File: config.mk
export PLATFORM = sky130hd
export DESIGN_NAME = fpfa_cell
export DESIGN_NICKNAME = d
export VERILOG_FILES = /design/src/rtl/fpfa_pkg.sv /design/src/rtl/fpfa_cell.sv
export SDC_FILE = /design/constraint.sdc
export NUM_CORES = 1
export LEC_CHECK = 0
export ABC_AREA = 1
export BUFFER_PORTS_ARGS = -buffer_cell sky130_fd_sc_hd__buf_2
export CAP_MARGIN = 20
export CORE_MARGIN = 2
export CORE_UTILIZATION = 39
export DETAILED_ROUTE_END_ITERATION = 16
export PLACE_DENSITY = 0.73
export SKIP_CTS_REPAIR_TIMING = 1
export SLEW_MARGIN = 20
export SYNTH_ARGS = -nofsm -noshare
export SYNTH_HDL_FRONTEND = slang
export SYNTH_SLANG_ARGS = --single-unit
File: constraint.sdc
create_clock -name clk -period 1.9 [get_ports clk]
set_input_delay 0 -clock clk [delete_from_list [all_inputs] [get_ports clk]]
set_output_delay 0 -clock clk [all_outputs]
set_load 0.1 [all_outputs]
File: src/rtl/fpfa_pkg.sv
// ----------------------------------------------------------------------------
// fpfa_pkg: shared types and codes of the fixed-partition fit allocator
// Request kinds, result status codes, fit modes, the sequencer state type and
// the command bundle that the control broadcasts along the row of cells.
// ----------------------------------------------------------------------------
package fpfa_pkg;

    // Fixed field widths of the channels.
    localparam int AMOUNT_W = 16;
    localparam int INDEX_W  = 6;
    localparam int STATUS_W = 2;
    localparam int MODE_W   = 2;

    // Request kinds.
    localparam logic REQ_LOAD  = 1'b0;
    localparam logic REQ_ALLOC = 1'b1;

    // Result status codes.
    localparam logic [STATUS_W-1:0] ST_LOADED = 2'd0;
    localparam logic [STATUS_W-1:0] ST_FULL   = 2'd1;
    localparam logic [STATUS_W-1:0] ST_ALLOC  = 2'd2;
    localparam logic [STATUS_W-1:0] ST_NOFIT  = 2'd3;

    // Fit modes; any other code selects first fit.
    localparam logic [MODE_W-1:0] FIT_FIRST = 2'd0;
    localparam logic [MODE_W-1:0] FIT_BEST  = 2'd1;
    localparam logic [MODE_W-1:0] FIT_WORST = 2'd2;

    // Sequencer states.
    typedef enum logic
    {
        S_IDLE,
        S_SEARCH
    } state_t;

    // Command bundle broadcast to every cell.
    typedef struct packed
    {
        logic              load;
        logic              alloc;
        logic [MODE_W-1:0] mode;
    } cmd_t;

endpackage

File: src/rtl/fpfa_cell.sv
// ----------------------------------------------------------------------------
// fpfa_cell: one partition of the allocator table
// Holds one block size with its loaded and used flags, and folds itself into
// the best candidate that travels down the row, one cell per cycle.
// ----------------------------------------------------------------------------
module fpfa_cell #(
    parameter int SIZE_BITS = 16,
    parameter int IDX_W     = 6,
    parameter int CELL_IDX  = 0
) (
    input  logic                 clk,
    input  logic                 rst_n,
    input  fpfa_pkg::cmd_t       cmd,
    input  logic [IDX_W-1:0]     cmd_idx,
    input  logic [SIZE_BITS-1:0] data,
    input  logic                 found_in,
    input  logic [IDX_W-1:0]     idx_in,
    input  logic [SIZE_BITS-1:0] size_in,
    output logic                 found_out,
    output logic [IDX_W-1:0]     idx_out,
    output logic [SIZE_BITS-1:0] size_out
);
    import fpfa_pkg::*;

    localparam logic [IDX_W-1:0] MY_IDX = IDX_W'(CELL_IDX);

    logic                 loaded_reg;
    logic                 used_reg;
    logic [SIZE_BITS-1:0] size_reg;
    logic                 found_reg;
    logic [IDX_W-1:0]     idx_reg;
    logic [SIZE_BITS-1:0] cand_size_reg;
    logic                 hit;
    logic                 fits;
    logic                 take;

    assign hit = (cmd_idx == MY_IDX);

    // This block is free and large enough for the request on the data bus.
    assign fits = loaded_reg && !used_reg && (size_reg >= data);

    // Replace the incoming candidate only on a strictly better size, so that
    // ties stay with the lower index.
    always_comb
    begin
        take = 1'b0;
        if (fits)
        begin
            if (!found_in)
            begin
                take = 1'b1;
            end
            else if (cmd.mode == FIT_BEST)
            begin
                take = (size_reg < size_in);
            end
            else if (cmd.mode == FIT_WORST)
            begin
                take = (size_reg > size_in);
            end
        end
    end

    // Table entry flags.
    always_ff @(posedge clk or negedge rst_n)
    begin
        if (!rst_n)
        begin
            loaded_reg <= 1'b0;
            used_reg   <= 1'b0;
        end
        else if (cmd.load && hit)
        begin
            loaded_reg <= 1'b1;
            used_reg   <= 1'b0;
        end
        else if (cmd.alloc && hit)
        begin
            used_reg <= 1'b1;
        end
    end

    // Table entry size.
    always_ff @(posedge clk)
    begin
        if (cmd.load && hit)
        begin
            size_reg <= data;
        end
        else if (cmd.alloc && hit)
        begin
            size_reg <= size_reg - data;
        end
    end

    // Candidate handed to the next cell.
    always_ff @(posedge clk or negedge rst_n)
    begin
        if (!rst_n)
        begin
            found_reg <= 1'b0;
        end
        else
        begin
            found_reg <= found_in || take;
        end
    end

    always_ff @(posedge clk)
    begin
        if (take)
        begin
            idx_reg       <= MY_IDX;
            cand_size_reg <= size_reg;
        end
        else
        begin
            idx_reg       <= idx_in;
            cand_size_reg <= size_in;
        end
    end

    assign found_out = found_reg;
    assign idx_out   = idx_reg;
    assign size_out  = cand_size_reg;

endmodule

======== Word level (Yosys, flattened, before mapping) ========
Cells that the tools add are included.
operators by class
  magnitude comparators ................... 3
  equality and inequality tests ........... 2
  $add $sub $neg .......................... 1
  muxes and demuxes ....................... 9
  reduce and logical (&&, ||, !) cells .... 8
operator list
  cell                  count
  $mux W16              3
  $ge A16 B16 Y1        1
  $gt A16 B16 Y1        1
  $lt A16 B16 Y1        1
  $sub A16 B16 Y16      1
  $logic_not A6 Y1      1
  $mux W1               6
  $logic_and A1 B1 Y1   4
  $eq A2 B1 Y1 const B  1
  $eq A2 B2 Y1 const B  1
  $reduce_bool A2 Y1    1
  $logic_not A1 Y1      1
  $logic_or A1 B1 Y1    1
storage, ports and cells
  output and inout port bits .............. 23
  flip-flop bits (word level) ............. 41
  word-level logic and storage cells ...... 29

======== Depth between registers and ports, before layout ========
Gate-level depths: netlist (run 1).
  word-level depth ........................ 6
  depth in mapped cells ................... 17
  depth with buffers taken out ............ 16

======== Worst setup path after synthesis (run 1) ========
Ideal clock, no wire load.
  path type ............................... reg2reg
  start ................................... register size_reg[0]
  end ..................................... register size_reg[14], data pin
  data required time ...................... 1635 ps
  stages on the path, launching flop included .. 12
  path slack .............................. -142 ps
  path buffers ............................ 0
  arrival time ............................ 1777 ps
  cells stage by stage .................... edfxtp_1 > inv_1 > ha_1 > fa_1 > nor2_1 > nor2_1 > o21ai_0 > nand3_1 > nand2_1 > nand2_1 > nand3_1 > o21ai_0
between the ends
  longest elaborated chain between the ends .. 3
RTL lines
  item                    RTL line         RTL
  start, declared         fpfa_cell.sv:29  logic [SIZE_BITS-1:0] size_reg;
  start signal, assigned  fpfa_cell.sv:88  size_reg <= data;
  start signal, assigned  fpfa_cell.sv:92  size_reg <= size_reg - data;
  $sub A16 B16 Y16        fpfa_cell.sv:92
  $mux W16                fpfa_cell.sv:90  else if (cmd.alloc && hit)
  $mux W16                fpfa_cell.sv:86  if (cmd.load && hit)
Every way passes these cells. The select of a mux whose other input is x is not followed.
A chain may end at the register's enable or synchronous reset.

======== Worst setup path in the final report (run 1) ========
  start ................................... register size_reg[7]
  end ..................................... register cand_size_reg[10] (netlist: size_out[10])
between the ends
  longest elaborated chain between the ends .. 6
  elaborated cells between the ends (all ways) .. 9
  classes of those cells .................. 3 x order compare; 5 x mux; 1 x reduce/logical
RTL lines
  item                  RTL line          RTL
  $gt A16 B16 Y1        fpfa_cell.sv:59   take = (size_reg > size_in);
  $mux W1               fpfa_cell.sv:57   else if (cmd.mode == FIT_WORST)
  $mux W1               fpfa_cell.sv:53   else if (cmd.mode == FIT_BEST)
  $mux W1               fpfa_cell.sv:49   if (!found_in)
  $mux W1 (*)           fpfa_cell.sv:47   if (fits)
  $mux W16 (*)          fpfa_cell.sv:111  if (take)
  end signal, assigned  fpfa_cell.sv:114  cand_size_reg <= size_reg;
  end signal, assigned  fpfa_cell.sv:119  cand_size_reg <= size_in;
  end, declared         fpfa_cell.sv:32   logic [SIZE_BITS-1:0] cand_size_reg;
Mark *: on every way between the ends. The rest lies on a longest branch, timed or not.

==> results of run 1 <==
## layout by cell type (no fill, tap or decap), types with 2 or more instances in the layout
master,instances
a21o_1,2
a21oi_1,14
a21oi_2,8
a21oi_4,3
buf_2,73
buf_4,55
buf_6,7
clkbuf_8,5
clkinv_2,2
dfrtp_1,3
dfxtp_1,22
dlygate4sd3_1,24
edfxtp_1,16
ha_1,19
ha_4,13
inv_1,62
inv_2,4
nand2_1,80
nand2_2,22
nand2_4,3
nand3_1,30
nand3_2,4
nand3_4,2
nand4_1,3
nor2_1,28
nor2_2,5
nor3_1,2
o21ai_0,13
o21ai_1,6
o21ai_2,5
o21bai_1,3
o22ai_1,2
or2_2,5
xnor2_1,2
## cell usage after synthesis (2+ instances only)
| cell | n | area (µm²) |
|---|---|---|
| nand2_1 | 102 | 383 |
| inv_1 | 66 | 248 |
| nand3_1 | 35 | 175 |
| nor2_1 | 33 | 124 |
| ha_1 | 32 | 400 |
| a21oi_1 | 24 | 120 |
| dfxtp_1 | 22 | 440 |
| o21ai_0 | 22 | 110 |
| edfxtp_1 | 16 | 480 |
| or2_2 | 5 | 31.3 |
| clkbuf_1 | 3 | 11.3 |
| dfrtp_1 | 3 | 75.1 |
| nand4_1 | 3 | 18.8 |
| nor3_1 | 3 | 15.0 |
| o21bai_1 | 3 | 22.5 |
| a21o_1 | 2 | 15.0 |
| nand2_2 | 2 | 12.5 |
| o22ai_1 | 2 | 12.5 |
| xnor2_1 | 2 | 17.5 |
## through the flow
step	setup TNS, ps	util, %
after floorplan	-935	-
after global placement	-2120	51.8
after detailed placement	-3740	51.8
after CTS	-4740	52.9
after global routing	-7280	63.3
final	-4190	63.3
## cell families after synthesis
group	count (synthesis)	synth area share, %
AOI/OAI and AO/OA	57	11.3
xor gates and xnor gates	3	0.931
adders and majority gates	33	14.9
buffers and inverters	72	10.0
DFF	41	35.3
and+or+nand+nor	185	27.6
## power groups by stage
stage / Sequential [W] / Combinational (W) / Clock (W)
finish: 0.000966 / 0.000801 / 0.000595
global route: 0.000970 / 0.000869 / 0.000639
CTS: 0.000966 / 0.000651 / 0.000607
detailed placement: 0.000986 / 0.000649 / 0
global placement: 0.000985 / 0.000636 / 0
floorplan: 0.00118 / 0.000253 / 0
## final cells by class
class | count | area [µm²] | area share (%)
tap | 99 | 124 | 2.74
clock buffer | 5 | 68.8 | 1.52
clock inverter | 3 | 16.3 | 0.360
multi-input combinational | 278 | 1900 | 42.2
timing repair buffer | 162 | 1160 | 25.6
sequential | 41 | 996 | 22.1
inverter | 66 | 248 | 5.49
## critical path, cell delays in order, from the launching register on
cell	delay, ps
edfxtp_1	490
ha_4	330
nand2_1	90
nor2_1	190
nand4_1	140
nand3_2	110
nand2_2	60
a21oi_4	210
nand2_4	120
buf_12	160
nand2_2	50
nand2_1	40
## worst min path at each step
stage	cells past startpoint	endpoint	slack [ps]
global route	3	size_reg[5]$_DFFE_PP_	10
CTS	1	loaded_reg$_DFFE_PN0P_	-530
finish	3	size_reg[5]$_DFFE_PP_	-20
floorplan	0	found_out$_DFF_PN0_	-300
detailed placement	1	found_out$_DFF_PN0_	-190
global placement	1	found_out$_DFF_PN0_	-200
## routing by layer
layer	vias up	share of wire, %	routed length (µm)
met4	0	1.5	122
met3	12	4.0	329
li1	1588	-	-
met1	1415	42	3520
met2	76	52	4340
met5	-	0	0
==> impl_metrics.toml, run 1 <==
[status]
run_status = "finished, violations left"
violations = "hold timing, setup timing"

[synthesis]
synth_edf_count = 16
yosysWarningCount = 0
ys_seq_elements = 41
synth_ff_type = "dfxtp_1"
avgSynthCellArea_um2 = 7.22
syn_nets = 475
netlist_instances = 391
synth_area_um2 = 2820
seq_area_frac_synth_pct = 35.3
yosysUniqueCellTypes = 30
async_flop_share_pct = 7.32

[grt]
grt_pass1_vias = 2654
grt_start_max_net_pins = 23
use_met2_pct = 31.9
grt_util_met1_pct = 21.6
grt_pass1_wl_mm = 11.2
grt_use_met3_pct = 2.86
busiest_layer = "met2"
gr-total-overflow = 0
track_usage_pct = 17.7
antenna_found_initial = 0

[cells_and_area]
fillers = 577
layout.nets = 638
area_delta_synth_final_pct = 59.9
stdcell_area_um2 = 4510
antenna_cells = 0
drive_gt1_share_pct = 40.2
final_cells = 654

[drt]
ant_nets = 0
drc_errors = 0
routed_wl_mm = 8.31
vias = 3091
dr.pass1.iters = 4
post_drt_wl_per_cell_um = 12.7
drt_iter0_drc = 126
via_per_inst = 4.73

[floorplan]
core-area_um2 = 7140
die_width_um = 89.1
ios = 74
start_util_pct = 39.6
die_y_um = 89.1
num_rows = 31
dieArea_um2 = 7940

[clock_network]
clk_path_buf_depth = 2
clock_latency_ps = 310
cts_sinks = 41
cts_tree = "done"
cts_made_buffers = 5
htree_levels = 2
clk_pin_slew_ps = 90
cts_root_buf = "clkbuf_8"

[timing]
fin_worst_hold_slack_ps = -17.1
maxSlewViolCount = 0
fmax_ghz = 0.474
setup-violations-final = 28
skew_ps = 12.6
slew_headroom_pct = 67.2
worst_pin_slew_ps = 495
worst_slack_ps = -212
fin_crit_sh_pct = 111
hold_viol = 1
layout_min_cycle_time_ps = 2110
grt_setup_unrepaired = "true"

[pwr]
power.total_w = 0.00236
ir_worst_vdd_mv = 0.257
p_int_w = 0.00152
power_density_nw_per_um2 = 523
clockPowerShare_pct = 25.2
swShare_pct = 35.5
leakage_nw = 2.32
power_frac_seq_pct = 40.9
share_comb_of_total_power_pct = 33.9
p_switching_w = 0.000838

[worst_setup_path]
cp.required_ps = 2100
rr_worst_depth = 11
crit_type = "flip-flop to flip-flop"
crit_arrival_ps = 2310
r2r-end = "size_out[10]$_DFF_P_"
start_kind = "flip-flop"
endpoint_kind = "flip-flop"
r2r_slack_ps = -210
crit_path_end = "size_out[10]$_DFF_P_"
crit_start = "size_reg[7]$_DFFE_PP_"
reg2reg_from = "size_reg[7]$_DFFE_PP_"
crit_path_max_fanout = 8

[worst_hold_path]
hp-class = "input port to flip-flop"
min_from = "data[5]"

[place]
port_buffers = 73
dp_cells = 610
dp_slack_ps = -177
place_congestion = 0.872
dp_hpwl_mm = 5.56
placed_cell_area_um2 = 3690

[flow_run]
drv_cap = 0
(Power assumes the default switching activity.)
==> run 2: changes to the inputs <==
--- a/config.mk
+++ b/config.mk
@@ -8,10 +8,11 @@
 export ABC_AREA = 1
 export BUFFER_PORTS_ARGS = -buffer_cell sky130_fd_sc_hd__buf_2
 export CAP_MARGIN = 20
+export CORE_ASPECT_RATIO = 1.25
 export CORE_MARGIN = 2
-export CORE_UTILIZATION = 39
+export CORE_UTILIZATION = 47
 export DETAILED_ROUTE_END_ITERATION = 16
-export PLACE_DENSITY = 0.73
+export PLACE_DENSITY = 0.84
 export SKIP_CTS_REPAIR_TIMING = 1
 export SLEW_MARGIN = 20
 export SYNTH_ARGS = -nofsm -noshare
==> run 2 against run 1 <==
The run still ends with hold timing, setup timing left; wire length rose by 12%; clock power rose by 23%; fmax fell by 1.3%; worst setup slack got worse by 28 ps; count of clock-buffer cells in the layout rose by 2; die area fell by 16%; sequential share of layout area rose by 1.1 points; worst hold slack got worse by 73 ps; cell count fell by 6.9%; via count rose by 6.8%; sequential power barely moved; first-iteration DRC count rose by 72%; critical path type unchanged; critical endpoint is now size_out[8]$_DFF_P_.
==> impl_metrics.toml, run 2 (same netlist as run 1, synthesis figures left out) <==
[drt]
post_drt_wl_per_cell_um = 15.3
ant_nets = 0
routed_wl_mm = 9.30
drc_errors = 0
dr.pass1.iters = 5
via_per_inst = 5.42
drt_iter0_drc = 217
vias = 3302

[timing]
worst_pin_slew_ps = 494
setup-violations-final = 30
setup_tns_ps = -4550
worst_slack_ps = -239
layout_min_cycle_time_ps = 2140
grt_setup_unrepaired = "true"
slew_headroom_pct = 67.3
hold_viol = 2
fmax_ghz = 0.467
maxSlewViolCount = 0
fin_crit_sh_pct = 113
skew_ps = 8.93
fin_worst_hold_slack_ps = -90.5

[place]
dp_slack_ps = -159
place_congestion = 0.836
dp_hpwl_mm = 5.38
dp_cells = 572
port_buffers = 73

[clock_network]
clk_path_buf_depth = 2
clock_latency_ps = 300
clk_pin_slew_ps = 90
cts_made_buffers = 5
cts_root_buf = "clkbuf_8"
cts_sinks = 41
cts_tree = "done"
htree_levels = 2

[pwr]
power_density_nw_per_um2 = 579
power.total_w = 0.00249
ir_worst_vdd_mv = 0.333
leakage_nw = 2.26

[worst_setup_path]
crit_arrival_ps = 2380
slowest_delay_ps = 460
reg2reg_from = "size_reg[5]$_DFFE_PP_"
endpoint_kind = "flip-flop"
crit_path_max_fanout = 8
r2r_slack_ps = -240
r2r-end = "size_out[8]$_DFF_P_"
crit_family = "simple AND/OR/NAND/NOR gates"
rr_worst_depth = 14
cp_num_buf_inv = 2
path_cells = "buf_4 -> ha_1 -> a21oi_1 -> nor2_1 -> nor2_1 -> nand2_1 -> nand2_1 -> nand2_1 -> nand2_1 -> nand3_2 -> nand2_4 -> buf_12 -> nand2_1 -> nand2_1"
start_kind = "flip-flop"
crit_type = "flip-flop to flip-flop"
cp.required_ps = 2150
worst_path_most_repeated_cell = "nand2_1"
cp_slowest_cell = "edfxtp_1"

[floorplan]
core-area_um2 = 5820
num_rows = 31
dieArea_um2 = 6650
die_y_um = 90.7
start_util_pct = 48.5
die_width_um = 73.3
ios = 74

[worst_hold_path]
hold_end = "size_out[9]$_DFF_P_"
holdPathStages = 3
min_from = "size_in[9]"
hp-class = "input port to flip-flop"

[status]
violations = "hold timing, setup timing"
run_status = "finished, violations left"

[cells_and_area]
final_cells = 609
antenna_cells = 0
area_delta_synth_final_pct = 52.4
drive_gt1_share_pct = 36.6
layout.nets = 626
mostFrequentLayoutCell = "nand2_1"
layout_common_cells = "90 x nand2_1, 73 x buf_2, 63 x inv_1, 49 x buf_4, 32 x nand3_1"
fillers = 362

[grt]
grt_start_max_net_pins = 23
gr-total-overflow = 0
grt_pass1_vias = 2806
track_usage_pct = 21.3
antenna_found_initial = 0
grt_pass1_wl_mm = 11.5

[flow_run]
drv_cap = 0
==> run 2: cell count changes in the layout (fill, tap and decap cells not counted), sizes merged <==
| cell | previous run | this run |
|---|---|---|
| buf | 137 | 127 |
| clkbuf | 6 | 7 |
| dlygate4sd3 | 24 | 23 |
| clkinv | 2 | 0 |
==> run 2: worst reg2reg max path: stages, from the launching register on <==
cell and delay [ps]:
edfxtp_1 460, buf_4 180, ha_1 290, a21oi_1 160, nor2_1 60, nor2_1 110
nand2_1 80, nand2_1 80, nand2_1 50, nand2_1 70, nand3_2 110, nand2_4 160
buf_12 140, nand2_1 70, nand2_1 70
==> run 2: area by class of cell <==
| class | count | area, µm² | share of cell area (%) |
|---|---|---|---|
| Tap cell | 66 | 82.6 | 1.92 |
| Multi-Input combinational cell | 278 | 1830 | 42.4 |
| Clock buffer | 7 | 108 | 2.50 |
| Inverter | 66 | 248 | 5.76 |
| Sequential cell | 41 | 996 | 23.1 |
| Timing Repair Buffer | 150 | 1040 | 24.1 |
| Clock inverter | 1 | 6.26 | 0.145 |
==> run 2: per-layer routing <==
| metal | GRT usage (%) | vias to the layer above | share of wire (%) |
|---|---|---|---|
| met1 | 25.6 | 1504 | 38 |
| li1 | - | 1568 | - |
| met5 | 0 | - | 0 |
| met3 | 3.01 | 40 | 5.6 |
| met4 | 6.82 | 0 | 3.2 |
| met2 | 38.1 | 190 | 53 |
==> run 2: how the worst max path moves through the flow <==
stage / startpoint / end / slack (ps) / cells after the start
after floorplan: size_reg[0]$_DFFE_PP_ / size_out[10]$_DFF_P_ / -70 / 12
after global placement: size_reg[9]$_DFFE_PP_ / found_out$_DFF_PN0_ / -130 / 9
after detailed placement: size_reg[11]$_DFFE_PP_ / found_out$_DFF_PN0_ / -160 / 9
after CTS: size_reg[0]$_DFFE_PP_ / size_out[1]$_DFF_P_ / -230 / 12
after global routing: size_reg[0]$_DFFE_PP_ / size_out[8]$_DFF_P_ / -310 / 19
final: size_reg[5]$_DFFE_PP_ / size_out[8]$_DFF_P_ / -240 / 14
==> run 2: through the flow <==
step / util [%] / area, µm²
2_1_floorplan: - / 2830
3_3_place_gp: 62.3 / 3630
3_5_place_dp: 62.3 / 3630
4_1_cts: 64.3 / 3740
5_1_grt: 74.0 / 4300
6_report: 74.0 / 4300
==> run 2: power breakdown <==
group          internal (W)  switching, W
clock              0.000377      0.000357
combinational      0.000292      0.000497
sequential         0.000956     0.0000134
total               0.00162      0.000867
